$ cat src/rtl/ierf_pkg.sv
package ierf_pkg;

    localparam int unsigned IP_HDR_MIN_BYTES = 20;
    localparam int unsigned ICMP_HDR_BYTES   = 8;
    localparam logic [3:0]  IP_VERSION_4     = 4'd4;
    localparam logic [7:0]  IP_PROTO_ICMP    = 8'd1;
    localparam logic [7:0]  ICMP_ECHO_REPLY  = 8'd0;
    localparam logic [7:0]  ICMP_CODE_ZERO   = 8'd0;
    localparam logic [15:0] CSUM_GOOD        = 16'hFFFF;

    typedef enum logic [2:0] {
        ST_OK      = 3'd0,
        ST_SHORT   = 3'd1,
        ST_VERSION = 3'd2,
        ST_HDRLEN  = 3'd3,
        ST_PROTO   = 3'd4,
        ST_CSUM    = 3'd5,
        ST_NOTOURS = 3'd6
    } t_status;

    typedef struct packed {
        logic       valid;
        logic [7:0] data_byte;
        logic       last_byte;
    } t_beat;

    typedef struct packed {
        logic        valid;
        t_status     status;
        logic [31:0] source_address;
    } t_result;

endpackage

$ cat src/rtl/ierf_in_if.sv
interface ierf_in_if;
    logic       valid;
    logic       ready;
    logic [7:0] data_byte;
    logic       last_byte;

    modport source (output valid, output data_byte, output last_byte, input ready);
    modport sink (input valid, input data_byte, input last_byte, output ready);
endinterface

$ cat src/rtl/ierf_out_if.sv
interface ierf_out_if import ierf_pkg::*; ();
    logic        valid;
    logic        ready;
    t_status     status;
    logic [31:0] source_address;

    modport source (output valid, output status, output source_address, input ready);
    modport sink (input valid, input status, input source_address, output ready);
endinterface

$ cat src/rtl/ierf_in_stage.sv
module ierf_in_stage import ierf_pkg::*; (
    input  logic           i_clk,
    input  logic           i_rst_n,
    ierf_in_if.sink        i_pkt,
    input  logic           i_take,
    output t_beat          o_beat
);

    logic       r_valid;
    logic [7:0] r_byte;
    logic       r_last;

    assign i_pkt.ready = !r_valid || i_take;

    always_ff @(posedge i_clk) begin
        if (!i_rst_n) begin
            r_valid <= 1'b0;
        end else if (i_pkt.valid && i_pkt.ready) begin
            r_valid <= 1'b1;
        end else if (i_take) begin
            r_valid <= 1'b0;
        end
    end

    always_ff @(posedge i_clk) begin
        if (i_pkt.valid && i_pkt.ready) begin
            r_byte <= i_pkt.data_byte;
            r_last <= i_pkt.last_byte;
        end
    end

    assign o_beat = '{valid: r_valid, data_byte: r_byte, last_byte: r_last};

endmodule

$ cat src/rtl/ierf_parser.sv
module ierf_parser import ierf_pkg::*; #(
    parameter int unsigned MAX_PACKET_BYTES = 2048
) (
    input  logic        i_clk,
    input  logic        i_rst_n,
    input  logic        i_cfg_wr_en,
    input  logic [15:0] i_cfg_wr_data,
    input  t_beat       i_beat,
    input  logic        i_out_free,
    output logic        o_take,
    output t_result     o_result
);

    localparam int unsigned CNT_W = $clog2(MAX_PACKET_BYTES + 1);
    localparam logic [CNT_W-1:0] CNT_MAX = CNT_W'(MAX_PACKET_BYTES);

    function automatic logic [15:0] add_fold(input logic [15:0] acc, input logic [15:0] word);
        logic [16:0] s;
        s = {1'b0, acc} + {1'b0, word};
        return s[15:0] + {15'b0, s[16]};
    endfunction

    logic [15:0]      r_echo_id;
    logic [CNT_W-1:0] r_count, n_count, u_count;
    logic [3:0]       r_hdr_words, n_hdr_words, u_hdr_words;
    logic [3:0]       r_version, n_version, u_version;
    logic [7:0]       r_proto, n_proto, u_proto;
    logic [31:0]      r_src, n_src, u_src;
    logic [15:0]      r_sum, n_sum, u_sum;
    logic [7:0]       r_hold, n_hold, u_hold;
    logic [7:0]       r_type, n_type, u_type;
    logic [7:0]       r_code, n_code, u_code;
    logic [15:0]      r_ident, n_ident, u_ident;

    logic [5:0]       hb;
    logic [CNT_W-1:0] hb_ext;
    logic [CNT_W-1:0] rel;
    logic [5:0]       fin_hb;
    logic [CNT_W-1:0] fin_hb_ext;
    logic [CNT_W-1:0] fin_diff;
    logic [15:0]      fin_sum;
    t_status          fin_status;
    logic             take_last;

    assign o_take    = i_beat.valid && (!i_beat.last_byte || i_out_free);
    assign take_last = o_take && i_beat.last_byte;

    always_comb begin
        u_count     = r_count;
        u_hdr_words = r_hdr_words;
        u_version   = r_version;
        u_proto     = r_proto;
        u_src       = r_src;
        u_sum       = r_sum;
        u_hold      = r_hold;
        u_type      = r_type;
        u_code      = r_code;
        u_ident     = r_ident;
        hb          = {r_hdr_words, 2'b00};
        if (r_count == '0) begin
            hb = {i_beat.data_byte[3:0], 2'b00};
        end
        hb_ext = CNT_W'(hb);
        rel    = r_count - hb_ext;
        if (o_take && (r_count < CNT_MAX)) begin
            if (r_count == '0) begin
                u_version   = i_beat.data_byte[7:4];
                u_hdr_words = i_beat.data_byte[3:0];
            end
            if (r_count == CNT_W'(9)) begin
                u_proto = i_beat.data_byte;
            end
            if ((r_count >= CNT_W'(12)) && (r_count <= CNT_W'(15))) begin
                u_src = {r_src[23:0], i_beat.data_byte};
            end
            if (r_count >= hb_ext) begin
                if (!rel[0]) begin
                    u_hold = i_beat.data_byte;
                end else begin
                    u_sum = add_fold(r_sum, {r_hold, i_beat.data_byte});
                end
                if (rel == CNT_W'(0)) begin
                    u_type = i_beat.data_byte;
                end
                if (rel == CNT_W'(1)) begin
                    u_code = i_beat.data_byte;
                end
                if ((rel == CNT_W'(4)) || (rel == CNT_W'(5))) begin
                    u_ident = {r_ident[7:0], i_beat.data_byte};
                end
            end
            u_count = r_count + CNT_W'(1);
        end
    end

    always_comb begin
        fin_hb     = {u_hdr_words, 2'b00};
        fin_hb_ext = CNT_W'(fin_hb);
        fin_diff   = u_count - fin_hb_ext;
        fin_sum    = fin_diff[0] ? add_fold(u_sum, {u_hold, 8'h00}) : u_sum;
        if (u_count < CNT_W'(IP_HDR_MIN_BYTES)) begin
            fin_status = ST_SHORT;
        end else if (u_version != IP_VERSION_4) begin
            fin_status = ST_VERSION;
        end else if ((fin_hb < 6'(IP_HDR_MIN_BYTES))
                     || (u_count < fin_hb_ext + CNT_W'(ICMP_HDR_BYTES))) begin
            fin_status = ST_HDRLEN;
        end else if (u_proto != IP_PROTO_ICMP) begin
            fin_status = ST_PROTO;
        end else if (fin_sum != CSUM_GOOD) begin
            fin_status = ST_CSUM;
        end else if ((u_type != ICMP_ECHO_REPLY) || (u_code != ICMP_CODE_ZERO)
                     || (u_ident != r_echo_id)) begin
            fin_status = ST_NOTOURS;
        end else begin
            fin_status = ST_OK;
        end
    end

    always_comb begin
        if (take_last) begin
            n_count     = '0;
            n_hdr_words = '0;
            n_version   = '0;
            n_proto     = '0;
            n_src       = '0;
            n_sum       = '0;
            n_hold      = '0;
            n_type      = '0;
            n_code      = '0;
            n_ident     = '0;
        end else begin
            n_count     = u_count;
            n_hdr_words = u_hdr_words;
            n_version   = u_version;
            n_proto     = u_proto;
            n_src       = u_src;
            n_sum       = u_sum;
            n_hold      = u_hold;
            n_type      = u_type;
            n_code      = u_code;
            n_ident     = u_ident;
        end
    end

    always_ff @(posedge i_clk) begin
        if (!i_rst_n) begin
            r_echo_id   <= '0;
            r_count     <= '0;
            r_hdr_words <= '0;
            r_version   <= '0;
            r_proto     <= '0;
            r_src       <= '0;
            r_sum       <= '0;
            r_hold      <= '0;
            r_type      <= '0;
            r_code      <= '0;
            r_ident     <= '0;
        end else begin
            if (i_cfg_wr_en) begin
                r_echo_id <= i_cfg_wr_data;
            end
            r_count     <= n_count;
            r_hdr_words <= n_hdr_words;
            r_version   <= n_version;
            r_proto     <= n_proto;
            r_src       <= n_src;
            r_sum       <= n_sum;
            r_hold      <= n_hold;
            r_type      <= n_type;
            r_code      <= n_code;
            r_ident     <= n_ident;
        end
    end

    assign o_result = '{valid: take_last, status: fin_status, source_address: u_src};

endmodule

$ cat src/rtl/ierf_out_stage.sv
module ierf_out_stage import ierf_pkg::*; (
    input  logic        i_clk,
    input  logic        i_rst_n,
    input  t_result     i_result,
    output logic        o_free,
    ierf_out_if.source  o_res
);

    logic        r_valid;
    t_status     r_status;
    logic [31:0] r_src;

    assign o_free = !r_valid || o_res.ready;

    always_ff @(posedge i_clk) begin
        if (!i_rst_n) begin
            r_valid <= 1'b0;
        end else if (i_result.valid) begin
            r_valid <= 1'b1;
        end else if (o_res.ready) begin
            r_valid <= 1'b0;
        end
    end

    always_ff @(posedge i_clk) begin
        if (i_result.valid) begin
            r_status <= i_result.status;
            r_src    <= i_result.source_address;
        end
    end

    assign o_res.valid          = r_valid;
    assign o_res.status         = r_status;
    assign o_res.source_address = r_src;

endmodule

$ cat src/rtl/icmp_echo_reply_filter.sv
// ICMP echo reply filter.
// i_pkt carries one received IPv4 packet, one byte per transaction, header first,
// last_byte set on the final byte. o_res carries one transaction per packet:
// a status and the IPv4 source address, both taken at the final byte.
// i_cfg_wr_en / i_cfg_wr_data write the 16-bit echo identifier; write only while idle.
// Throughput: one byte per cycle unless a final byte waits for the result register;
// set by the single parse stage between the input register and the result register.
// The final byte is held in the input register, parsed, and its result is then
// registered in the result register, which drives o_res.valid.
// Bytes beyond MAX_PACKET_BYTES are dropped; the final mark still ends the packet.
// Reset: clears the identifier, all packet state and the valid flags of both stage registers.
// Stall on o_res: non-final bytes keep flowing; a final byte waits in the input
// register until the result register frees, and i_pkt.ready drops meanwhile.
module icmp_echo_reply_filter import ierf_pkg::*; #(
    parameter int unsigned MAX_PACKET_BYTES = 2048
) (
    input  logic        i_clk,
    input  logic        i_rst_n,
    input  logic        i_cfg_wr_en,
    input  logic [15:0] i_cfg_wr_data,
    ierf_in_if.sink     i_pkt,
    ierf_out_if.source  o_res
);

    t_beat   beat;
    t_result result;
    logic    take;
    logic    out_free;

    ierf_in_stage u_in_stage (
        .i_clk   (i_clk),
        .i_rst_n (i_rst_n),
        .i_pkt   (i_pkt),
        .i_take  (take),
        .o_beat  (beat)
    );

    ierf_parser #(
        .MAX_PACKET_BYTES (MAX_PACKET_BYTES)
    ) u_parser (
        .i_clk         (i_clk),
        .i_rst_n       (i_rst_n),
        .i_cfg_wr_en   (i_cfg_wr_en),
        .i_cfg_wr_data (i_cfg_wr_data),
        .i_beat        (beat),
        .i_out_free    (out_free),
        .o_take        (take),
        .o_result      (result)
    );

    ierf_out_stage u_out_stage (
        .i_clk    (i_clk),
        .i_rst_n  (i_rst_n),
        .i_result (result),
        .o_free   (out_free),
        .o_res    (o_res)
    );

    a_result_from_last: assert property (@(posedge i_clk) disable iff (!i_rst_n)
        $rose(o_res.valid) |-> $past(take && beat.last_byte))
        else $error("result appeared without a final byte");

    a_mid_byte_flows: assert property (@(posedge i_clk) disable iff (!i_rst_n)
        (beat.valid && !beat.last_byte) |-> take)
        else $error("non-final byte stalled");

    a_last_waits: assert property (@(posedge i_clk) disable iff (!i_rst_n)
        (o_res.valid && !o_res.ready && beat.valid && beat.last_byte) |-> !take)
        else $error("final byte taken while result stalled");

endmodule

$ cat src/flat_wrapper.sv
// flat-port wrapper written by rule: the top's interface ports become plain ports
module icmp_echo_reply_filter_flat import ierf_pkg::*;
#(
    parameter int unsigned MAX_PACKET_BYTES = 2048
)
  (i_clk, i_rst_n, i_cfg_wr_en, i_cfg_wr_data, i_pkt_valid, i_pkt_data_byte, i_pkt_last_byte, i_pkt_ready, o_res_valid, o_res_status, o_res_source_address, o_res_ready);
  ierf_in_if i_pkt_i ();
  ierf_out_if o_res_i ();
  input  logic i_clk;
  input  logic i_rst_n;
  input  logic i_cfg_wr_en;
  input  logic [15:0] i_cfg_wr_data;
  input wire logic [$bits(i_pkt_i.valid)-1:0] i_pkt_valid;
  input wire logic [$bits(i_pkt_i.data_byte)-1:0] i_pkt_data_byte;
  input wire logic [$bits(i_pkt_i.last_byte)-1:0] i_pkt_last_byte;
  output wire logic [$bits(i_pkt_i.ready)-1:0] i_pkt_ready;
  output wire logic [$bits(o_res_i.valid)-1:0] o_res_valid;
  output wire logic [$bits(o_res_i.status)-1:0] o_res_status;
  output wire logic [$bits(o_res_i.source_address)-1:0] o_res_source_address;
  input wire logic [$bits(o_res_i.ready)-1:0] o_res_ready;
  assign i_pkt_i.valid = i_pkt_valid;
  assign i_pkt_i.data_byte = i_pkt_data_byte;
  assign i_pkt_i.last_byte = i_pkt_last_byte;
  assign i_pkt_ready = i_pkt_i.ready;
  assign o_res_valid = o_res_i.valid;
  assign o_res_status = o_res_i.status;
  assign o_res_source_address = o_res_i.source_address;
  assign o_res_i.ready = o_res_ready;
  icmp_echo_reply_filter #(.MAX_PACKET_BYTES(MAX_PACKET_BYTES)) u_core (.i_clk(i_clk), .i_rst_n(i_rst_n), .i_cfg_wr_en(i_cfg_wr_en), .i_cfg_wr_data(i_cfg_wr_data), .i_pkt(i_pkt_i), .o_res(o_res_i));
endmodule
$ cat config.mk
export PLATFORM = sky130hd
export DESIGN_NAME = icmp_echo_reply_filter_flat
export DESIGN_NICKNAME = d
export VERILOG_FILES = /design/src/rtl/ierf_pkg.sv /design/src/rtl/ierf_in_if.sv /design/src/rtl/ierf_out_if.sv /design/src/rtl/ierf_in_stage.sv /design/src/rtl/ierf_parser.sv /design/src/rtl/ierf_out_stage.sv /design/src/rtl/icmp_echo_reply_filter.sv /design/src/flat_wrapper.sv
export SDC_FILE = /design/constraint.sdc
export NUM_CORES = 1
export LEC_CHECK = 0
export BUFFER_PORTS_ARGS = -buffer_cell sky130_fd_sc_hd__buf_2
export CAP_MARGIN = 20
export CORE_UTILIZATION = 24
export CTS_CLUSTER_SIZE = 24
export DETAILED_ROUTE_END_ITERATION = 8
export GPL_TIMING_DRIVEN = 0
export PLACE_DENSITY_LB_ADDON = 0.2
export SYNTH_ARGS = -nofsm -noshare
export SYNTH_HDL_FRONTEND = slang
export SYNTH_SLANG_ARGS = --single-unit
$ cat constraint.sdc
create_clock -name i_clk -period 6.9 [get_ports i_clk]
set_input_delay 1.725 -clock i_clk [delete_from_list [all_inputs] [get_ports i_clk]]
set_output_delay 1.725 -clock i_clk [all_outputs]
set_load 0.05 [all_outputs]
# Word-level counts from Yosys, hierarchy flattened
# Index checks and enable logic that the tools add are counted.
# op_classes
n_addsub,8
multipliers,0
div_mod_pow,0
n_lt_le_gt_ge,7
n_eq_ne,8
shift,0
muxes,35
bitwise_logic,1
n_reduce_logical,23
# op_table
cell,n
two-way mux 16 bit,7
two-way mux 8 bit,11
two-way mux 32 bit,2
adder 16 x 16 -> 17 bit,2
adder 16 x 1 -> 16 bit,2
"equality test 12 x 3 -> 1 bit, second input constant",2
zero test 12 bit,2
two-way mux 4 bit,4
inequality test 16 bit,1
"inequality test 16 bit, second input constant",1
nonzero test 8 bit,2
"adder 12 x 1 -> 12 bit, second input constant",1
"equality test 12 x 1 -> 1 bit, second input constant",1
"equality test 12 x 4 -> 1 bit, second input constant",1
"greater-or-equal comparator 12 x 4 -> 1 bit, second input constant",1
greater-or-equal comparator 12 x 6 -> 1 bit,1
"less-or-equal comparator 12 x 4 -> 1 bit, second input constant",1
"less-than comparator 12 bit, second input constant",1
"less-than comparator 12 x 5 -> 1 bit, second input constant",1
less-than comparator 12 x 7 -> 1 bit,1
two-way mux 12 bit,1
subtractor 12 x 6 -> 12 bit,1
two-way mux 3 bit,3
"inequality test 8 x 1 -> 1 bit, second input constant",1
other kinds (14),31
# word_totals
ff_bits,178
latch_bits,0
ramBits,0
mem_bits_ro,0
out_inout_bits,37
word_cells,100
mem_count,0

# Longest topological paths before layout
# logic_depth
depth_word,15
depth_mapped,36
mapped_depth_nobuf,36

# By module
# A second synthesis with hierarchy kept.
# unflattened
cells_unflattened,1006
area_unflattened_um2,9705.6
# modules_own_cells
mod,n_inst,cells_each,area_each_um2,seq_area_each_um2
ierf_parser,1,951,8262.9,2642.5
ierf_out_stage,1,39,1099.8,1071.0
ierf_in_stage,1,16,342.8,290.3

# Least setup slack after synthesis
# No wires, ideal clock.
# synth_timing
path_type,reg2reg
start,register u_core.u_in_stage.r_byte[0]
end,"register u_core.u_out_stage.r_status[1], in the netlist u_core.u_out_stage.o_res.status[1], data pin"
arrival_time_ns,6.500
required_time_ns,6.644
path_slack_ns,0.144
path_stages_with_launch,37
path_buffers,0
period_less_slack_ns,6.756
path_cell_list,edfxtp_1 -> ha_1 -> fa_1 -> a211oi_1 -> o21ai_0 -> o2111a_1 -> o31ai_1 -> a21boi_0 -> o21ai_0 -> nand2b_1 -> ha_1 -> ha_1 -> o211ai_1 -> nor4_1 -> and3_1 -> and2_1 -> xnor2_1 -> o21ai_0 -> ha_1 -> fa_1 -> a21o_1 -> a21oi_1 -> o21bai_1 -> a21oi_1 -> nor2b_1 -> o21ai_0 -> nand2b_1 -> ha_1 -> ha_1 -> inv_1 -> nor2_1 -> mux2i_1 -> nor2_1 -> a311o_1 -> o2111ai_1 -> inv_1 -> a41o_1
# synth_between
word_cells_on_any_way,48
# synth_lines
element,line,text
"start, declared",ierf_in_stage.sv:10,logic [7:0] r_byte;
"start signal, assigned",ierf_in_stage.sv:27,r_byte <= i_pkt.data_byte;
adder 16 x 16 -> 17 bit,ierf_parser.sv:19,"s = {1'b0, acc} + {1'b0, word};"
adder 16 x 1 -> 16 bit,ierf_parser.sv:20,"return s[15:0] + {15'b0, s[16]};"
two-way mux 16 bit,ierf_parser.sv:77,if (!rel[0]) begin
two-way mux 16 bit *,ierf_parser.sv:76,if (r_count >= hb_ext) begin
two-way mux 16 bit *,ierf_parser.sv:65,if (o_take && (r_count < CNT_MAX)) begin
net u_core.u_parser.u_sum[8],ierf_parser.sv:29,"logic [15:0] r_sum, n_sum, u_sum;"
adder 16 x 16 -> 17 bit,ierf_parser.sv:19,
adder 16 x 1 -> 16 bit,ierf_parser.sv:20,
two-way mux 16 bit *,ierf_parser.sv:100,"fin_sum = fin_diff[0] ? add_fold(u_sum, {u_hold, 8'h00}) : u_sum;"
inequality test 16 bit *,ierf_parser.sv:110,end else if (fin_sum != CSUM_GOOD) begin
two-way mux 3 bit *,ierf_parser.sv:110,
two-way mux 3 bit *,ierf_parser.sv:108,end else if (u_proto != IP_PROTO_ICMP) begin
two-way mux 2 bit *,ierf_parser.sv:105,end else if ((fin_hb < 6'(IP_HDR_MIN_BYTES))
two-way mux 2 bit *,ierf_parser.sv:103,end else if (u_version != IP_VERSION_4) begin
"end signal, assigned",ierf_out_stage.sv:27,r_status <= i_result.status;
"end, declared",ierf_out_stage.sv:10,t_status r_status;
# The timed path passes the listed nets; every way through them passes the cells marked *.
# A chain may end at the register's enable or synchronous reset.

# Final worst setup path
# layout_timing
start,register u_core.u_in_stage.r_byte[0]
end,"register u_core.u_out_stage.r_status[0], in the netlist u_core.u_out_stage.o_res.status[0], data pin"
# The elaborated chain is that of the path after synthesis.

==> Flow_metrics.wiki <==
{| class="wikitable"
! Metric !! Value
|-
| Vert. Die Dim || 199 um
|-
| Layout Skew || 0.0112 ns
|-
| Top-area cell type share of the netlist area || 0.287
|-
| Post-detailed-route count of antenna-violating nets || 0
|-
| Number of antenna diodes || 0
|-
| Total CTS buffers || 17
|-
| Area taken by multi-input logic gates || 5190 um2
|-
| Number of hold violations in the final report || 0
|-
| Critical path capture point type || register
|-
| Actual slew at the worst max-slew pin || 0.902 ns
|-
| Maximum root-to-sink buffer count || 2
|-
| Post-synth EDFFs || 44
|-
| Final wirelength || 25800 um
|-
| Power density over cell area || 202 nW/um2
|-
| Die extent in x || 199 um
|-
| DRT iter0 DRCs || 349
|-
| Most instantiated flip-flop cell in the synthesis netlist || sky130_fd_sc_hd__dfxtp_1
|-
| Number of fill cells || 4098
|-
| First-pass GRT wire length || 40100 um
|-
| Starting Density || 0.246
|-
| Global route total overflow || 0
|-
| Cell occurring most often along the worst timing path || sky130_fd_sc_hd__ha_2
|-
| Highest clock frequency the design can meet || 0.142 GHz
|-
| Count of buffer and inverter cells on the critical path || 2
|-
| Cell count of the worst hold path || 2
|-
| Routability Congestion || 0.803
|-
| Number of standard-cell rows in the floorplan || 71
|-
| Level count of the clock H-tree || 4
|-
| Vias in the first global route || 6990
|-
| Post-synth cell types || 70
|-
| Number of setup violations in the final report || 3
|-
| Count leader, synth || sky130_fd_sc_hd__dfxtp_1
|-
| Worst path slowest cell || sky130_fd_sc_hd__edfxtp_1
|-
| Detailed-route wire length per cell || 16.1 um
|-
| Die Footprint || 39700 um2
|-
| Maximum ir drop on the vdd rail || 0.161 mV
|-
| Clock tree from TritonCTS || yes
|-
| Synth Net Count || 1049
|-
| Part of the Yosys area used for sequential elements || 0.428
|-
| Unrepaired setup endpoints after global routing || yes
|-
| Launch point of the worst reg-to-reg path || u_core.u_in_stage.r_byte[0]$_DFFE_PP_
|-
| Period Utilization, post-route || 1.02
|-
| Via total after detailed routing || 7309
|-
| Number of antenna violations at the first check in global routing || 1
|-
| Nature of the critical path startpoint || register
|-
| Number of instances in the placed design || 1553
|-
| Hold-critical path endpoint || u_core.u_parser.r_code[3]$_SDFF_PP0_
|-
| Ports || 67
|-
| Combined area of all synthesized cells || 9350 um2
|-
| Clock transition time at the flip-flop clock pins of the worst setup and hold paths || 0.07 ns
|-
| Signal arrival time at the worst endpoint || 7.17 ns
|-
| Final #Nets || 1153
|-
| Slack of the worst reg-to-reg path || -0.13 ns
|-
| CP max stage delay || 0.43 ns
|-
| Cell type with the largest total area after synthesis || sky130_fd_sc_hd__dfxtp_1
|-
| Area growth syn-to-layout || 19.9%
|-
| Post-route minimum period || 7.03 ns
|-
| Critical-path maximum fanout || 3
|-
| Sequential standard cell area || 4000 um2
|-
| Share of flip-flops with an asynchronous set or reset || 0
|-
| First-pass iteration count of the detailed router || 5
|-
| Fraction of layout instances using a drive strength above 1 || 0.187
|-
| Post-synthesis instance total || 976
|-
| Synth top area cells || sky130_fd_sc_hd__dfxtp_1 29%, sky130_fd_sc_hd__edfxtp_1 14%, sky130_fd_sc_hd__mux2i_1 7.0%, sky130_fd_sc_hd__ha_1 5.4%, sky130_fd_sc_hd__mux2_2 4.9%
|-
| Depth of the worst register-to-register path || 36
|-
| Yosys warns || 0
|-
| Kind of path behind the tightest hold check || reg2reg
|-
| Static leakage || 4.36 nW
|-
| CTS Root Buffer Type || sky130_fd_sc_hd__clkbuf_16
|-
| Dpl hpwl || 18900 um
|-
| Reg-to-Reg End || u_core.u_out_stage.o_res.status[0]$_SDFFCE_PP1P_
|-
| Tightest slew margin relative to the limit || 0.395
|-
| Type of the worst setup path || reg2reg
|-
| Vias/cell || 4.56
|-
| Outcome || finished, violations left
|-
| Core box area || 38000 um2
|-
| Worst setup path startpoint || u_core.u_in_stage.r_byte[0]$_DFFE_PP_
|-
| Worst Min Path Start || u_core.u_parser.r_code[3]$_SDFF_PP0_
|-
| Failing checks || setup timing
|-
| Count of clock tree sinks || 178
|-
| Latest clock arrival within the worst-skew pair || 0.44 ns
|-
| I/O Buffers || 65
|-
| Critical Path RT || 7.04 ns
|-
| Layout Cells excl Fill || 1604
|-
| Family with the most delay on the worst path || compound AO/OA/AOI/OAI gates
|-
| Maximum number of pins on one net before global-route repair || 36
|-
| Count of state elements after synthesis || 178
|-
| Min Hold Slack || 0.450 ns
|-
| GRT Resource Usage Total || 0.134
|-
| Leading cell types by count after synthesis || 134 x sky130_fd_sc_hd__dfxtp_1, 99 x sky130_fd_sc_hd__nor2_1, 69 x sky130_fd_sc_hd__nor2b_1, 66 x sky130_fd_sc_hd__nand2_1, 65 x sky130_fd_sc_hd__mux2i_1
|-
| Post-detailed-route DRC marker count || 0
|-
| Max-cap violation count || 0
|-
| Synthesized area divided by synthesized cell count || 9.58 um2
|-
| Max-slew violation count || 0
|-
| Worst setup margin || -0.129 ns
|-
| Final cell utilization of the core || 0.295
|}
==> registers in the layout, summed over array words and instances (netlist names), 3 cells and up <==
name	cells
u_core.u_parser.r_code	8
u_core.u_parser.r_echo_id	16
u_core.u_parser.r_type	8
u_core.u_parser.r_hdr_words	4
u_core.u_out_stage.o_res.source_address	32
u_core.u_parser.r_proto	8
u_core.u_parser.r_sum	16
u_core.u_parser.r_ident	16
u_core.u_parser.r_src	32
u_core.u_in_stage.r_byte	8
u_core.u_parser.r_count	12
u_core.u_parser.r_version	4
u_core.u_out_stage.o_res.status	3
u_core.u_parser.r_hold	8
==> worst register-to-register path, delay by kind of cell, from the launching register on <==
kind | cells | cell delay (ns)
AO/OA/AOI/OAI | 17 | 2.83
buffers and inverters | 2 | 0.21
AND/OR/NAND/NOR | 8 | 1.11
adder cells (fa/ha/maj) | 8 | 2.03
flip-flops | 1 | 0.43
XOR/XNOR | 1 | 0.15
==> per-layer routing <==
layer / global-route usage / part of all wire / up-vias
met5: 0 / 0 / -
met4: 0.0334 / 0.0093 / 0
met3: 0.0246 / 0.039 / 19
met2: 0.212 / 0.45 / 126
met1: 0.186 / 0.50 / 3468
li1: - / - / 3696
==> worst max path at each step <==
stage,end,cells after the start
4_1_cts,u_core.u_out_stage.o_res.status[1]$_SDFFCE_PP0P_,34
6_report,u_core.u_out_stage.o_res.status[0]$_SDFFCE_PP1P_,36
3_5_place_dp,u_core.u_out_stage.o_res.status[2]$_SDFFCE_PP0P_,36
5_1_grt,u_core.u_out_stage.o_res.status[0]$_SDFFCE_PP1P_,33
3_3_place_gp,u_core.u_out_stage.o_res.status[2]$_SDFFCE_PP0P_,36
2_1_floorplan,u_core.u_out_stage.o_res.status[1]$_SDFFCE_PP0P_,36
==> power by group <==
part	internal [mW]	switching (mW)	leakage (nW)
Clock	0.487	0.462	0.275
Combinational	0.0713	0.141	2.61
Sequential	1.09	0.0139	1.48
Total	1.64	0.617	4.36
==> cell usage in the layout (no fill, tap or decap), types with 8 or more instances in the layout <==
| cell | synthesis | final |
|---|---|---|
| sky130_fd_sc_hd__o21ai_0 | 31 | 24 |
| sky130_fd_sc_hd__nand3_1 | 19 | 17 |
| sky130_fd_sc_hd__or3_1 | 9 | 9 |
| sky130_fd_sc_hd__nor2_1 | 99 | 97 |
| sky130_fd_sc_hd__buf_4 | 0 | 21 |
| sky130_fd_sc_hd__ha_1 | 40 | 34 |
| sky130_fd_sc_hd__nor2b_1 | 69 | 69 |
| sky130_fd_sc_hd__nand2b_1 | 11 | 11 |
| sky130_fd_sc_hd__a21oi_1 | 40 | 37 |
| sky130_fd_sc_hd__mux2_2 | 41 | 41 |
| sky130_fd_sc_hd__a211oi_1 | 11 | 10 |
| sky130_fd_sc_hd__and3_1 | 8 | 8 |
| sky130_fd_sc_hd__clkbuf_1 | 37 | 35 |
| sky130_fd_sc_hd__o211ai_1 | 9 | 9 |
| sky130_fd_sc_hd__clkbuf_16 | 0 | 17 |
| sky130_fd_sc_hd__nor3_1 | 14 | 14 |
| sky130_fd_sc_hd__buf_2 | 3 | 68 |
| sky130_fd_sc_hd__mux2i_1 | 65 | 65 |
| sky130_fd_sc_hd__dfxtp_1 | 134 | 134 |
| sky130_fd_sc_hd__inv_1 | 39 | 37 |
| sky130_fd_sc_hd__xor2_1 | 18 | 18 |
| sky130_fd_sc_hd__edfxtp_1 | 44 | 44 |
| sky130_fd_sc_hd__nor4_1 | 13 | 12 |
| sky130_fd_sc_hd__xnor2_1 | 25 | 24 |
| sky130_fd_sc_hd__o22ai_1 | 12 | 12 |
| sky130_fd_sc_hd__and2_1 | 9 | 8 |
| sky130_fd_sc_hd__nand2_1 | 66 | 65 |
==> metrics by stage <==
step | TNS, ns | total power [mW] | area, um2 | setup WS, ns
floorplan | 0 | 1.26 | 9350 | 0.144
global placement | -4.20 | 1.33 | 10300 | -1.47
detailed placement | -4.32 | 1.33 | 10300 | -1.51
CTS | 0 | 2.30 | 11100 | 0.0165
global route | -1.25 | 2.35 | 11200 | -0.457
finish | -0.300 | 2.26 | 11200 | -0.129
==> area by class of cell <==
cell class	instances	area share
Buffer	44	0.0166
Clock buffer	19	0.0395
Clock inverter	13	0.0105
Inverter	39	0.0131
Multi-Input combinational cell	714	0.463
Sequential cell	178	0.357
Tap cell	511	0.0570
Timing Repair Buffer	86	0.0431
==> kinds of logic after synthesis <==
group	Yosys count	share of synthesized area
AOI/OAI and AO/OA	169	0.124
muxes	106	0.119
adders and majority gates	43	0.0600
buffers and inverters	84	0.0357
DFF	178	0.428
and+or+nand+nor	353	0.193
xor gates and xnor gates	43	0.0403
==> timing repair <==
action	in CTS	in global routing
hold buffers	0	0
pin swaps	14	20
setup buffers	12	8
resized for setup	35	11
setup endpoints to repair	3	3
Note: power is estimated with default switching activity, not from simulation.
